$ cat src/rtl/core/mrob_pkg.sv
package mrob_pkg;

  localparam int RING_DEPTH  = 1024;
  localparam int MAX_READERS = 8;
  localparam int READ_LIMIT  = 64;

  localparam int PTR_W  = $clog2(RING_DEPTH);
  localparam int RD_W   = (MAX_READERS > 1) ? $clog2(MAX_READERS) : 1;
  localparam int CNT_W  = $clog2(MAX_READERS + 1);
  localparam int ID_W   = 32;
  localparam int BYTE_W = 8;
  localparam int MAXB_W = 7;

  localparam logic [1:0] MODE_WRITE   = 2'd0;
  localparam logic [1:0] MODE_READ    = 2'd1;
  localparam logic [1:0] MODE_REG     = 2'd2;
  localparam logic [1:0] MODE_UNREG   = 2'd3;

  localparam logic [1:0] ST_OK        = 2'd0;
  localparam logic [1:0] ST_FULL      = 2'd1;
  localparam logic [1:0] ST_NOT_FOUND = 2'd2;
  localparam logic [1:0] ST_EMPTY     = 2'd3;

  // controller -> datapath
  typedef struct packed {
    logic       latch;
    logic       find;
    logic       do_write;
    logic       do_reg;
    logic       do_unreg;
    logic       rd_issue;
    logic       rd_finish;
    logic       out_load;
    logic [1:0] out_status;
    logic       out_byte;
    logic       out_last;
  } mrob_cmd_t;

  // datapath -> controller
  typedef struct packed {
    logic [1:0] mode;
    logic       hit;
    logic       table_full;
    logic       at_tail;
    logic       rd_last;
    logic       out_free;
  } mrob_stat_t;

  function automatic logic [PTR_W-1:0] ring_next(input logic [PTR_W-1:0] p);
    ring_next = (p == PTR_W'(RING_DEPTH - 1)) ? '0 : p + PTR_W'(1);
  endfunction

endpackage

$ cat src/rtl/core/mrob_ctrl.sv
module mrob_ctrl
  import mrob_pkg::*;
(
  input  logic       clk,
  input  logic       rst_n,
  input  logic       in_valid,
  output logic       in_ready,
  input  mrob_stat_t stat,
  output mrob_cmd_t  cmd
);

  localparam logic [1:0] S_IDLE  = 2'd0;
  localparam logic [1:0] S_FIND  = 2'd1;
  localparam logic [1:0] S_EXEC  = 2'd2;
  localparam logic [1:0] S_RDATA = 2'd3;

  logic [1:0] state_r, state_nxt;

  assign in_ready = (state_r == S_IDLE);

  always_comb begin
    cmd       = '0;
    state_nxt = state_r;
    unique case (state_r)
      S_IDLE: begin
        if (in_valid) begin
          cmd.latch = 1'b1;
          state_nxt = S_FIND;
        end
      end
      S_FIND: begin
        cmd.find  = 1'b1;
        state_nxt = S_EXEC;
      end
      S_EXEC: begin
        if (stat.out_free) begin
          cmd.out_last = 1'b1;
          state_nxt    = S_IDLE;
          unique case (stat.mode)
            MODE_WRITE: begin
              cmd.do_write   = 1'b1;
              cmd.out_load   = 1'b1;
              cmd.out_status = ST_OK;
            end
            MODE_READ: begin
              if (!stat.hit) begin
                cmd.out_load   = 1'b1;
                cmd.out_status = ST_NOT_FOUND;
              end else if (stat.at_tail) begin
                cmd.out_load   = 1'b1;
                cmd.out_status = ST_EMPTY;
              end else begin
                cmd.rd_issue = 1'b1;
                state_nxt    = S_RDATA;
              end
            end
            MODE_REG: begin
              cmd.do_reg     = 1'b1;
              cmd.out_load   = 1'b1;
              cmd.out_status = stat.table_full ? ST_FULL : ST_OK;
            end
            MODE_UNREG: begin
              cmd.do_unreg   = 1'b1;
              cmd.out_load   = 1'b1;
              cmd.out_status = stat.hit ? ST_OK : ST_NOT_FOUND;
            end
            default: begin
            end
          endcase
        end
      end
      S_RDATA: begin
        // RAM data of the previous issue is ready; next issue overlaps the load
        if (stat.out_free) begin
          cmd.out_load   = 1'b1;
          cmd.out_byte   = 1'b1;
          cmd.out_status = ST_OK;
          cmd.out_last   = stat.rd_last;
          if (stat.rd_last) begin
            cmd.rd_finish = 1'b1;
            state_nxt     = S_IDLE;
          end else begin
            cmd.rd_issue = 1'b1;
          end
        end
      end
      default: begin
        state_nxt = S_IDLE;
      end
    endcase
  end

  always_ff @(posedge clk) begin
    if (!rst_n) begin
      state_r <= S_IDLE;
    end else begin
      state_r <= state_nxt;
    end
  end

endmodule

$ cat config.mk
export PLATFORM = sky130hd
export DESIGN_NAME = mrob_ctrl
export DESIGN_NICKNAME = d
export VERILOG_FILES = /design/src/rtl/core/mrob_pkg.sv /design/src/rtl/core/mrob_ctrl.sv
export SDC_FILE = /design/constraint.sdc
export NUM_CORES = 1
export LEC_CHECK = 0
export BUFFER_PORTS_ARGS = -buffer_cell sky130_fd_sc_hd__buf_2
export CAP_MARGIN = 20
export CORE_AREA = 5 5 42 44
export CTS_CLUSTER_DIAMETER = 150
export DETAILED_ROUTE_END_ITERATION = 16
export DIE_AREA = 0 0 47 49
export PLACE_DENSITY = 0.46
export SLEW_MARGIN = 40
export SYNTH_ARGS = -nofsm -noshare
export SYNTH_HDL_FRONTEND = slang
export SYNTH_SLANG_ARGS = --single-unit
$ cat constraint.sdc
create_clock -name clk -period 1.8 [get_ports clk]
set_input_delay 0 -clock clk [delete_from_list [all_inputs] [get_ports clk]]
set_output_delay 0 -clock clk [all_outputs]
set_load 0.1 [all_outputs]
* After elaboration in Yosys (flattened, before gate mapping)
Index checks and enable logic that the tools add are counted.
** Storage, ports and cells
- Input bits :: 10
- Output and inout port bits :: 13
- Word-level logic and storage cells :: 48
- Register bits :: 2
** Cells by class
- Muxes and demuxes :: 34
- Reductions and logical operators :: 3
- Equality and inequality tests :: 10
** Operators with widths (number)
- two-way mux 2 bit :: 8
- two-way mux 1 bit :: 15
- two-way mux 3 bit :: 4
- case mux 3 bit (4 select lines) :: 1
- equality test 2 bit (second input constant) :: 4
- != test 2 bit (second input constant) :: 4
- case mux 2 bit (4 select lines) :: 1
- two-way mux 7 bit :: 1
- case mux 3 bit (2 select lines) :: 1
- equality test 2 x 1 -> 1 bit (second input constant) :: 2
- logical NOT 2 bit :: 2
- two-way mux 4 bit :: 1
- case mux 1 bit (2 select lines) :: 2
- AND reduction 4 bit :: 1

* Depth between registers and ports, before layout
Gate-level depths: netlist (run 1).
- Depth in word-level cells :: 5
- Mapped depth :: 4
- Mapped depth without buffers :: 3

* Worst setup path after synthesis (run 1)
OpenSTA, ideal clock, no wires.
- Path type :: reg-to-output
- From :: register state_r[1]
- To :: output port cmd[8] (netlist bit)
- Data required time :: 1.800 ns
- Arrival time :: 3.658 ns
- Setup slack :: -1.858 ns
- Cell stages (with the launch flop) :: 3
- Path buffers :: 0
- Cell sequence :: dfxtp_1 nand2_2 nor4b_1
** RTL lines
- from (decl) :: RTL line mrob_ctrl.sv:17 : logic [1:0] state_r, state_nxt;
- from (signal assigned) :: RTL line mrob_ctrl.sv:97 : state_r <= state_nxt;
- to (decl) :: RTL line mrob_ctrl.sv:9 : output mrob_cmd_t cmd

==> impl_metrics.py, run 1 <==
metrics = {
    "outcome": {
        "status": "finished, final reports clean",
    },
    "pwr": {
        "p_comb_share_pct": 51.3,
        "p_int_uw": 160,
        "switchingPower_uw": 169,
        "power_switching_share_pct": 51.5,
        "power_uw": 329,
        "p_leak_nw": 0.220,
        "power.density_mw_per_mm2": 771,
        "clkPwrFrac_pct": 29.6,
        "ir_worst_vdd_mv": 0.360,
        "seq_power_share_pct": 19.1,
    },
    "setup_path": {
        "crit_family": "flip-flops",
        "cp.arrival_ns": 1.63,
        "crit_type": "reg2out",
        "required_ns": 1.80,
        "max_stage_delay_ns": 0.43,
        "crit_cells": 4,
        "critPathMaxFanout": 12,
        "r2r_cells": 3,
        "slowest_stage": "dfxtp_1",
        "crit_chain": "nor3b_2 -> nand3_2 -> a21oi_2 -> buf_2",
        "cp_num_buf_inv": 1,
        "end_kind": "output port",
        "crit_path_start_kind": "flop",
    },
    "global_routing": {
        "antenna_found_initial": 0,
        "grt_pass1_vias": 325,
        "grt_use_total_pct": 7.59,
        "grt_max_degree": 13,
        "grt_overflow": 0,
        "grt_pass1_wl_um": 1300,
    },
    "drt": {
        "wl_per_cell_um": 10.5,
        "wl_um": 789,
        "via_per_inst": 4.43,
        "drtPass1Iterations": 2,
        "routed-via-count": 332,
        "antenna_left": 0,
        "drtIter0Drc": 1,
        "drc": 0,
    },
    "yosys": {
        "syn_nets": 45,
        "synth_xor_area_share_pct": 0,
        "ys_types": 22,
        "synth-simple-area-share_pct": 55.1,
        "synth-compound-area-share_pct": 20.4,
        "synth_mux_area_share_pct": 4.59,
        "syn_area_um2": 245,
        "synth_top_family_by_area": "simple AND/OR/NAND/NOR gates",
        "syn_inst": 35,
        "ys_warn_count": 0,
        "ys_ff_latch": 2,
        "synthAdderAreaFrac_pct": 0,
        "ys_seq_area_share_pct": 16.3,
        "synth_area_per_cell_um2": 7.01,
    },
    "placement": {
        "place_congestion": 0.698,
        "hpwl_um": 644,
        "dpl.cell_count": 72,
        "io_buffers": 22,
    },
    "sta": {
        "finalMaxSlewViolations": 0,
        "worstMarginPinSlew_ns": 0.490,
        "clock-skew-final_ns": 0.00242,
        "finalHoldViolCount": 0,
        "fin_crit_sh_pct": 90.4,
        "max_freq_mhz": 615,
        "hold_slack_ns": 0.0144,
        "slew_headroom_pct": 67.5,
        "min_period_ns": 1.63,
        "grt_setup_unrepaired": "no",
        "finalSetupViolCount": 0,
    },
    "clock_network": {
        "cts.clk_slew.worst_paths_ns": 0.03,
        "cts_resized": 0,
        "postCtsSetupBuffers": 0,
        "cts_htree_levels": 1,
        "clkLatencyLatePin_ns": 0.22,
        "hold_buffers": 0,
        "cts_buffers": 3,
        "cts_buffer_depth": 2,
        "cts_tree": "yes",
        "cts_root_buf": "clkbuf_4",
        "cts_sinks": 2,
    },
    "cells_and_area": {
        "area_delta_synth_final_pct": 74.0,
        "drive_gt1_share_pct": 66.1,
        "largest_reg_flops": 2,
        "regMostFlops": "state_r",
        "antenna_cells": 0,
        "layout.nets": 71,
        "final-instance-count-excl-fill": 75,
        "fillers": 169,
        "top_regs": "state_r (2)",
    },
    "floorplanning": {
        "die_h_um": 49,
        "start_util_pct": 17.5,
        "rows": 14,
        "dieArea_mm2": 0.00230,
        "ios": 23,
        "core-area_mm2": 0.00140,
        "die_w_um": 47,
    },
    "min_path": {
        "min_path_cells": 2,
        "hold_class": "in2reg",
    },
    "flow_run": {
        "cap_violations": 0,
    },
}
kinds of logic after synthesis:
| group | Yosys count |
|---|---|
| simple gates | 21 |
| flops | 2 |
| mux | 1 |
| compound gates | 9 |
| buf+inv | 2 |
power by group through the flow:
stage	combinational, mW	sequential [mW]	clock, mW
6_report	0.169	0.0628	0.0973
2_1_floorplan	0.146	0.0549	0
4_1_cts	0.171	0.0631	0.104
3_3_place_gp	0.171	0.0643	0
3_5_place_dp	0.170	0.0636	0
5_1_grt	0.179	0.0646	0.107
per-stage QoR:
step | setup TNS (ns) | setup slack [ns] | cell area (µm²) | util (%)
after floorplan | -1.02 | -0.441 | 279 | -
after global placement | 0 | 0.356 | 404 | 28.8
after detailed placement | 0 | 0.376 | 404 | 28.8
after CTS | 0 | 0.137 | 427 | 30.4
after global routing | 0 | 0.0308 | 427 | 30.4
final | 0 | 0.173 | 427 | 30.4
Yosys cell counts:
| master | count | share of area, % |
|---|---|---|
| a21oi_1 | 2 | 4.1 |
| a31oi_1 | 2 | 5.1 |
| and2_1 | 3 | 7.7 |
| and2b_1 | 1 | 3.1 |
| and3_1 | 1 | 2.6 |
| and3_2 | 2 | 6.1 |
| buf_2 | 1 | 2.0 |
| dfxtp_1 | 2 | 16 |
| inv_1 | 1 | 1.5 |
| mux2_2 | 1 | 4.6 |
| nand2_1 | 3 | 4.6 |
| nand2_2 | 1 | 2.6 |
| nand2b_1 | 1 | 2.6 |
| nand3_2 | 1 | 4.1 |
| nand4b_1 | 1 | 3.6 |
| nor2_1 | 3 | 4.6 |
| nor2b_1 | 1 | 2.6 |
| nor3b_2 | 1 | 5.1 |
| nor4_1 | 1 | 2.6 |
| nor4b_1 | 1 | 3.6 |
| o21ai_0 | 4 | 8.2 |
| o21bai_1 | 1 | 3.1 |
worst paths after layout:
kind,to,startpoint,slack [ns]
setup / recovery,cmd[6],state_r[0],0.17
hold / removal,state_r[1],stat[0],0.01
setup reg to reg,state_r[0],state_r[1],0.68
hold reg to reg,state_r[1],state_r[1],0.62
area by class of cell:
class	instances	area, µm²	area share [%]
Clock buffer	3	22.5	5.28
Inverter	1	3.75	0.880
Multi-Input combinational cell	31	230	54.0
Sequential cell	2	40.0	9.38
Tap cell	16	20.0	4.69
Timing Repair Buffer	22	110	25.8
cell usage in the layout (no fill, tap or decap):
cell      instances
o21bai_1          1
nor2b_2           1
nand2b_1          1
nor3b_2           1
nand3_2           1
and2b_1           1
mux2_2            1
a31oi_1           2
nand4b_1          1
and3_2            3
nor4b_4           1
a21oi_1           1
a21oi_2           1
inv_1             1
and2_2            2
nand2_1           3
dfxtp_1           2
nor2_2            1
nand2_2           1
nor2_1            2
buf_2            22
nor4_2            1
o21ai_0           4
clkbuf_4          3
and2_1            1
routing by layer:
metal	track usage (%)	part of all wire, %
met5	0	0
met4	5.53	0
met3	2.95	12
met2	11.5	46
met1	8.10	42
No activity file was read; power rests on OpenSTA's default activity.
==> inputs of run 2 (changes only) <==
BUFFER_PORTS_ARGS = -buffer_cell sky130_fd_sc_hd__buf_4   (was -buffer_cell sky130_fd_sc_hd__buf_2)
==> run 2 against run 1 <==
Sequential power is 1% higher; combinational power is 10% higher; clock skew is 0.0021 ns lower; register-to-register slack worse by 0.03 ns; via count is 3.0% higher; setup slack better by 0.11 ns; first-iteration DRC count grew to 5.0 times the previous value; routed wire length is 6.7% higher; worst hold slack better by 0.028 ns; die area stayed put; global-route usage is 0.076 points lower; highest routed layer unchanged.
==> impl_metrics.py, run 2 (synthesis results as in run 1) <==
metrics = {
    "drt": {
        "drtPass1Iterations": 3,
        "drc": 0,
        "wl_um": 842,
        "wl_per_cell_um": 11.1,
        "antenna_left": 0,
        "drtIter0Drc": 5,
        "via_per_inst": 4.50,
        "routed-via-count": 342,
    },
    "min_path": {
        "hold_class": "in2reg",
    },
    "cells_and_area": {
        "top_regs": "state_r (2)",
        "antenna_cells": 0,
        "drive_gt1_share_pct": 65.0,
        "largest_reg_flops": 2,
        "area_delta_synth_final_pct": 101,
        "final_cell_mix": "buf_4, o21ai_0, and3_2, nand2_1, clkbuf_4",
        "layout.nets": 72,
        "regMostFlops": "state_r",
        "layout_commonest_cell": "buf_4",
        "seq_area_um2": 40.0,
        "fillers": 164,
        "multi_input_area_um2": 230,
        "final_util_pct": 35.1,
    },
    "setup_path": {
        "crit_chain": "nor3b_2 -> nand3_2 -> a21oi_2 -> buf_4",
        "critPathMaxFanout": 12,
        "slowest_stage": "dfxtp_1",
        "max_stage_delay_ns": 0.43,
        "crit_family": "flip-flops",
        "crit_type": "reg2out",
        "cp.arrival_ns": 1.52,
        "cp_num_buf_inv": 1,
        "required_ns": 1.80,
        "end_kind": "output port",
        "crit_path_start_kind": "flop",
    },
    "sta": {
        "clock-skew-final_ns": 0.000340,
        "fin_crit_sh_pct": 84.4,
        "min_period_ns": 1.52,
        "setup_tns_ns": 0,
        "finalMaxSlewViolations": 0,
        "max_freq_mhz": 659,
        "finalHoldViolCount": 0,
        "finalSetupViolCount": 0,
        "grt_setup_unrepaired": "no",
        "worstMarginPinSlew_ns": 0.454,
        "slew_headroom_pct": 69.7,
    },
    "outcome": {
        "status": "finished, final reports clean",
    },
    "global_routing": {
        "grt_pass1_wl_um": 1310,
        "grt_max_degree": 13,
        "grt_use_total_pct": 7.52,
        "grt_overflow": 0,
        "antenna_found_initial": 0,
        "grt_pass1_vias": 314,
    },
    "pwr": {
        "switchingPower_uw": 171,
        "seq_power_share_pct": 18.3,
        "p_int_uw": 175,
        "power_uw": 346,
        "p_leak_nw": 0.233,
        "p_comb_share_pct": 53.9,
        "power_switching_share_pct": 49.5,
        "ir_worst_vdd_mv": 0.436,
        "power.density_mw_per_mm2": 703,
        "clkPwrFrac_pct": 27.8,
    },
    "floorplanning": {
        "ios": 23,
        "start_util_pct": 17.5,
        "dieArea_mm2": 0.00230,
        "die_h_um": 49,
        "rows": 14,
        "core-area_mm2": 0.00140,
        "die_w_um": 47,
    },
    "clock_network": {
        "cts_sinks": 2,
        "cts_tree": "yes",
        "cts_buffers": 3,
        "cts_buffer_depth": 2,
        "clkLatencyLatePin_ns": 0.22,
        "postCtsSetupBuffers": 0,
        "cts_htree_levels": 1,
        "cts_root_buf": "clkbuf_4",
        "cts.clk_slew.worst_paths_ns": 0.03,
    },
    "placement": {
        "place_congestion": 0.678,
        "hpwl_um": 669,
        "io_buffers": 22,
    },
    "flow_run": {
        "cap_violations": 0,
    },
}
run 2: area by class of cell:
class / instances / share of cell area [%]
inverter: 1 / 0.763
clock buffer: 3 / 4.58
multi-input combinational: 31 / 46.8
timing repair buffer: 23 / 35.6
tap: 16 / 4.07
sequential: 2 / 8.14
run 2: timing repair:
item                      4_1_cts  5_1_grt
resized for setup               0        0
hold buffers                    1        0
hold endpoints to repair        1        0
run 2: metrics by stage:
step	worst slack, ns	cells	hold WS (ns)	cell area [µm²]
floorplan	-0.441	35	0.100	279
global placement	0.489	72	0.232	459
detailed placement	0.493	72	0.229	459
CTS	0.250	76	0.0330	492
global route	0.193	76	0.0477	492
finish	0.282	76	0.0427	492
run 2: worst paths after layout:
kind	to	slack [ns]	start	cells past startpoint
setup reg to reg	state_r[0]	0.65	state_r[0]	3
setup / recovery	cmd[6]	0.28	state_r[0]	4
hold / removal	state_r[0]	0.04	rst_n	3
hold reg to reg	state_r[1]	0.64	state_r[1]	2
run 2: worst reg2reg max path: stages (launching register included):
cell and delay [ns]:
dfxtp_1 0.59, nor2b_2 0.26, o21bai_1 0.12, a21oi_1 0.07
run 2: power by group through the flow:
stage | Sequential (mW) | Combinational [mW] | Clock (mW)
global route | 0.0649 | 0.196 | 0.112
detailed placement | 0.0639 | 0.185 | 0
floorplan | 0.0549 | 0.146 | 0
finish | 0.0634 | 0.186 | 0.0961
global placement | 0.0642 | 0.186 | 0
CTS | 0.0635 | 0.188 | 0.103
run 2: layer usage:
layer / track usage [%] / share of wire [%] / wire [µm]
met3: 4.06 / 13 / 109
met5: 0 / 0 / 0
met4: 2.76 / 0 / 0
met2: 10.9 / 41 / 345
met1: 9.17 / 46 / 386
==> inputs of run 3 (changes only) <==
clock period = 1.5 ns   (was 1.8 ns; I/O delays follow)
==> run 3 against run 2 <==
Register-to-register slack worse by 0.24 ns; via count fell by 0.88%; clock-buffer cell count increased by 1; final cell count unchanged; routed wire length rose by 6.9%; critical path depth is 1 lower; first-iteration DRC count increased by 40%; largest cell class unchanged.
==> impl_metrics.py, run 3 (synthesis results as in run 1) <==
metrics = {
    "outcome": {
        "status": "finished, final reports clean",
    },
    "floorplanning": {
        "die_h_um": 49,
        "rows": 14,
        "core-area_mm2": 0.00140,
        "dieArea_mm2": 0.00230,
        "ios": 23,
        "start_util_pct": 17.5,
        "die_w_um": 47,
    },
    "cells_and_area": {
        "final_cell_mix": "buf_4, o21ai_0, and3_2, nand2_1, clkbuf_4",
        "area_delta_synth_final_pct": 120,
        "antenna_cells": 0,
        "regMostFlops": "state_r",
        "seq_area_um2": 45.0,
        "largest_reg_flops": 2,
        "top_regs": "state_r (2)",
        "multi_input_area_um2": 272,
        "layout.nets": 71,
        "drive_gt1_share_pct": 71.7,
        "final-instance-count-excl-fill": 76,
        "fillers": 154,
        "layout_commonest_cell": "buf_4",
    },
    "sta": {
        "fin_crit_sh_pct": 93.7,
        "worstMarginPinSlew_ns": 0.331,
        "min_period_ns": 1.41,
        "setup_tns_ns": 0,
        "hold_slack_ns": 0.00552,
        "slew_headroom_pct": 77.9,
        "finalMaxSlewViolations": 0,
        "grt_setup_unrepaired": "no",
        "clock-skew-final_ns": 0.00509,
        "final.setup.worst_slack_ns": 0.0941,
        "finalSetupViolCount": 0,
        "max_freq_mhz": 711,
        "finalHoldViolCount": 0,
    },
    "pwr": {
        "power.density_mw_per_mm2": 836,
        "p_leak_nw": 0.249,
        "ir_worst_vdd_mv": 0.341,
        "power_uw": 451,
    },
    "drt": {
        "drtPass1Iterations": 3,
        "wl_per_cell_um": 11.8,
        "drtIter0Drc": 7,
        "wl_um": 900,
        "via_per_inst": 4.46,
        "antenna_left": 0,
        "routed-via-count": 339,
        "drc": 0,
    },
    "setup_path": {
        "end_kind": "output port",
        "regToRegEndpoint": "state_r[0]",
        "rrSetupSlack_ns": 0.41,
        "required_ns": 1.50,
        "r2r-start": "state_r[1]",
        "crit_type": "reg2out",
        "critPathMaxFanout": 12,
        "cp.arrival_ns": 1.41,
        "crit_path_start_kind": "flop",
        "r2r_cells": 3,
    },
    "global_routing": {
        "grt_pass1_vias": 321,
        "grt_use_total_pct": 8.29,
        "grt_overflow": 0,
        "grt_pass1_wl_um": 1380,
        "grt_max_degree": 13,
        "antenna_found_initial": 0,
    },
    "clock_network": {
        "cts_sinks": 2,
        "postCtsSetupBuffers": 0,
        "cts_buffers": 3,
        "cts_buffer_depth": 2,
        "cts_root_buf": "clkbuf_4",
        "cts.clk_slew.worst_paths_ns": 0.03,
        "cts_tree": "yes",
        "clkLatencyLatePin_ns": 0.23,
        "cts_htree_levels": 1,
    },
    "min_path": {
        "worstHoldStart": "stat[0]",
        "min_path_cells": 2,
        "hold_class": "in2reg",
        "hold_end": "state_r[1]",
    },
    "placement": {
        "hpwl_um": 711,
        "dpl.cell_count": 72,
        "place_ws_ns": 0.227,
        "io_buffers": 22,
        "place_congestion": 0.719,
    },
    "flow_run": {
        "cap_violations": 0,
    },
}
==> run 3: changes by cell type in the layout (fill, tap and decap cells not counted), sizes merged <==
cell         before  now
dlygate4sd3       1    0
clkbuf            3    4
==> run 3: worst max-delay path by stage <==
stage                          start      to  slack (ns)  cells after the start
after floorplan           state_r[1]  cmd[8]       -0.09                      2
after global placement    state_r[0]  cmd[6]        0.26                      4
after detailed placement  state_r[0]  cmd[6]        0.23                      4
after CTS                 state_r[0]  cmd[6]        0.03                      4
after global routing      state_r[0]  cmd[6]        0.01                      4
final                     state_r[0]  cmd[5]        0.09                      3
==> run 3: metal layers <==
layer  global-route usage [%]  up-vias  wire length (µm)
met5                        0        -                 0
met4                     5.53        0                 0
met3                     3.32        0               133
met2                     10.4       21               361
met1                     11.1      140               405
li1                         -      178                 -
==> run 3: repair_timing <==
item	4_1_cts	5_1_grt
gates cloned	0	0
setup endpoints to repair	1	1
pin swaps	0	1
hold buffers	0	0
resized for setup	1	2
==> run 3: cell type report <==
class,count,share of cell area (%)
clock buffer,4,4.87
inverter,1,0.696
multi-input combinational,31,50.3
sequential,2,8.35
tap,16,3.71
timing repair buffer,22,32.0
==> run 3: power by group <==
group          leakage (nW)  internal (mW)  switching [mW]  total [mW]
combinational         0.217         0.0703           0.165       0.235
clock                0.0150         0.0990          0.0333       0.132
sequential           0.0175         0.0601          0.0238      0.0838
==> run 3: critical path: stages, from the launching register on <==
cell and delay, ns:
dfxtp_2 0.52, and3_2 0.26, and2_4 0.13, buf_4 0.27
==> run 3: per-stage QoR <==
step	util [%]	instance area, µm²
global placement	35.6	499
finish	38.5	539
CTS	37.8	529
detailed placement	35.6	499
global route	38.5	539
floorplan	-	325
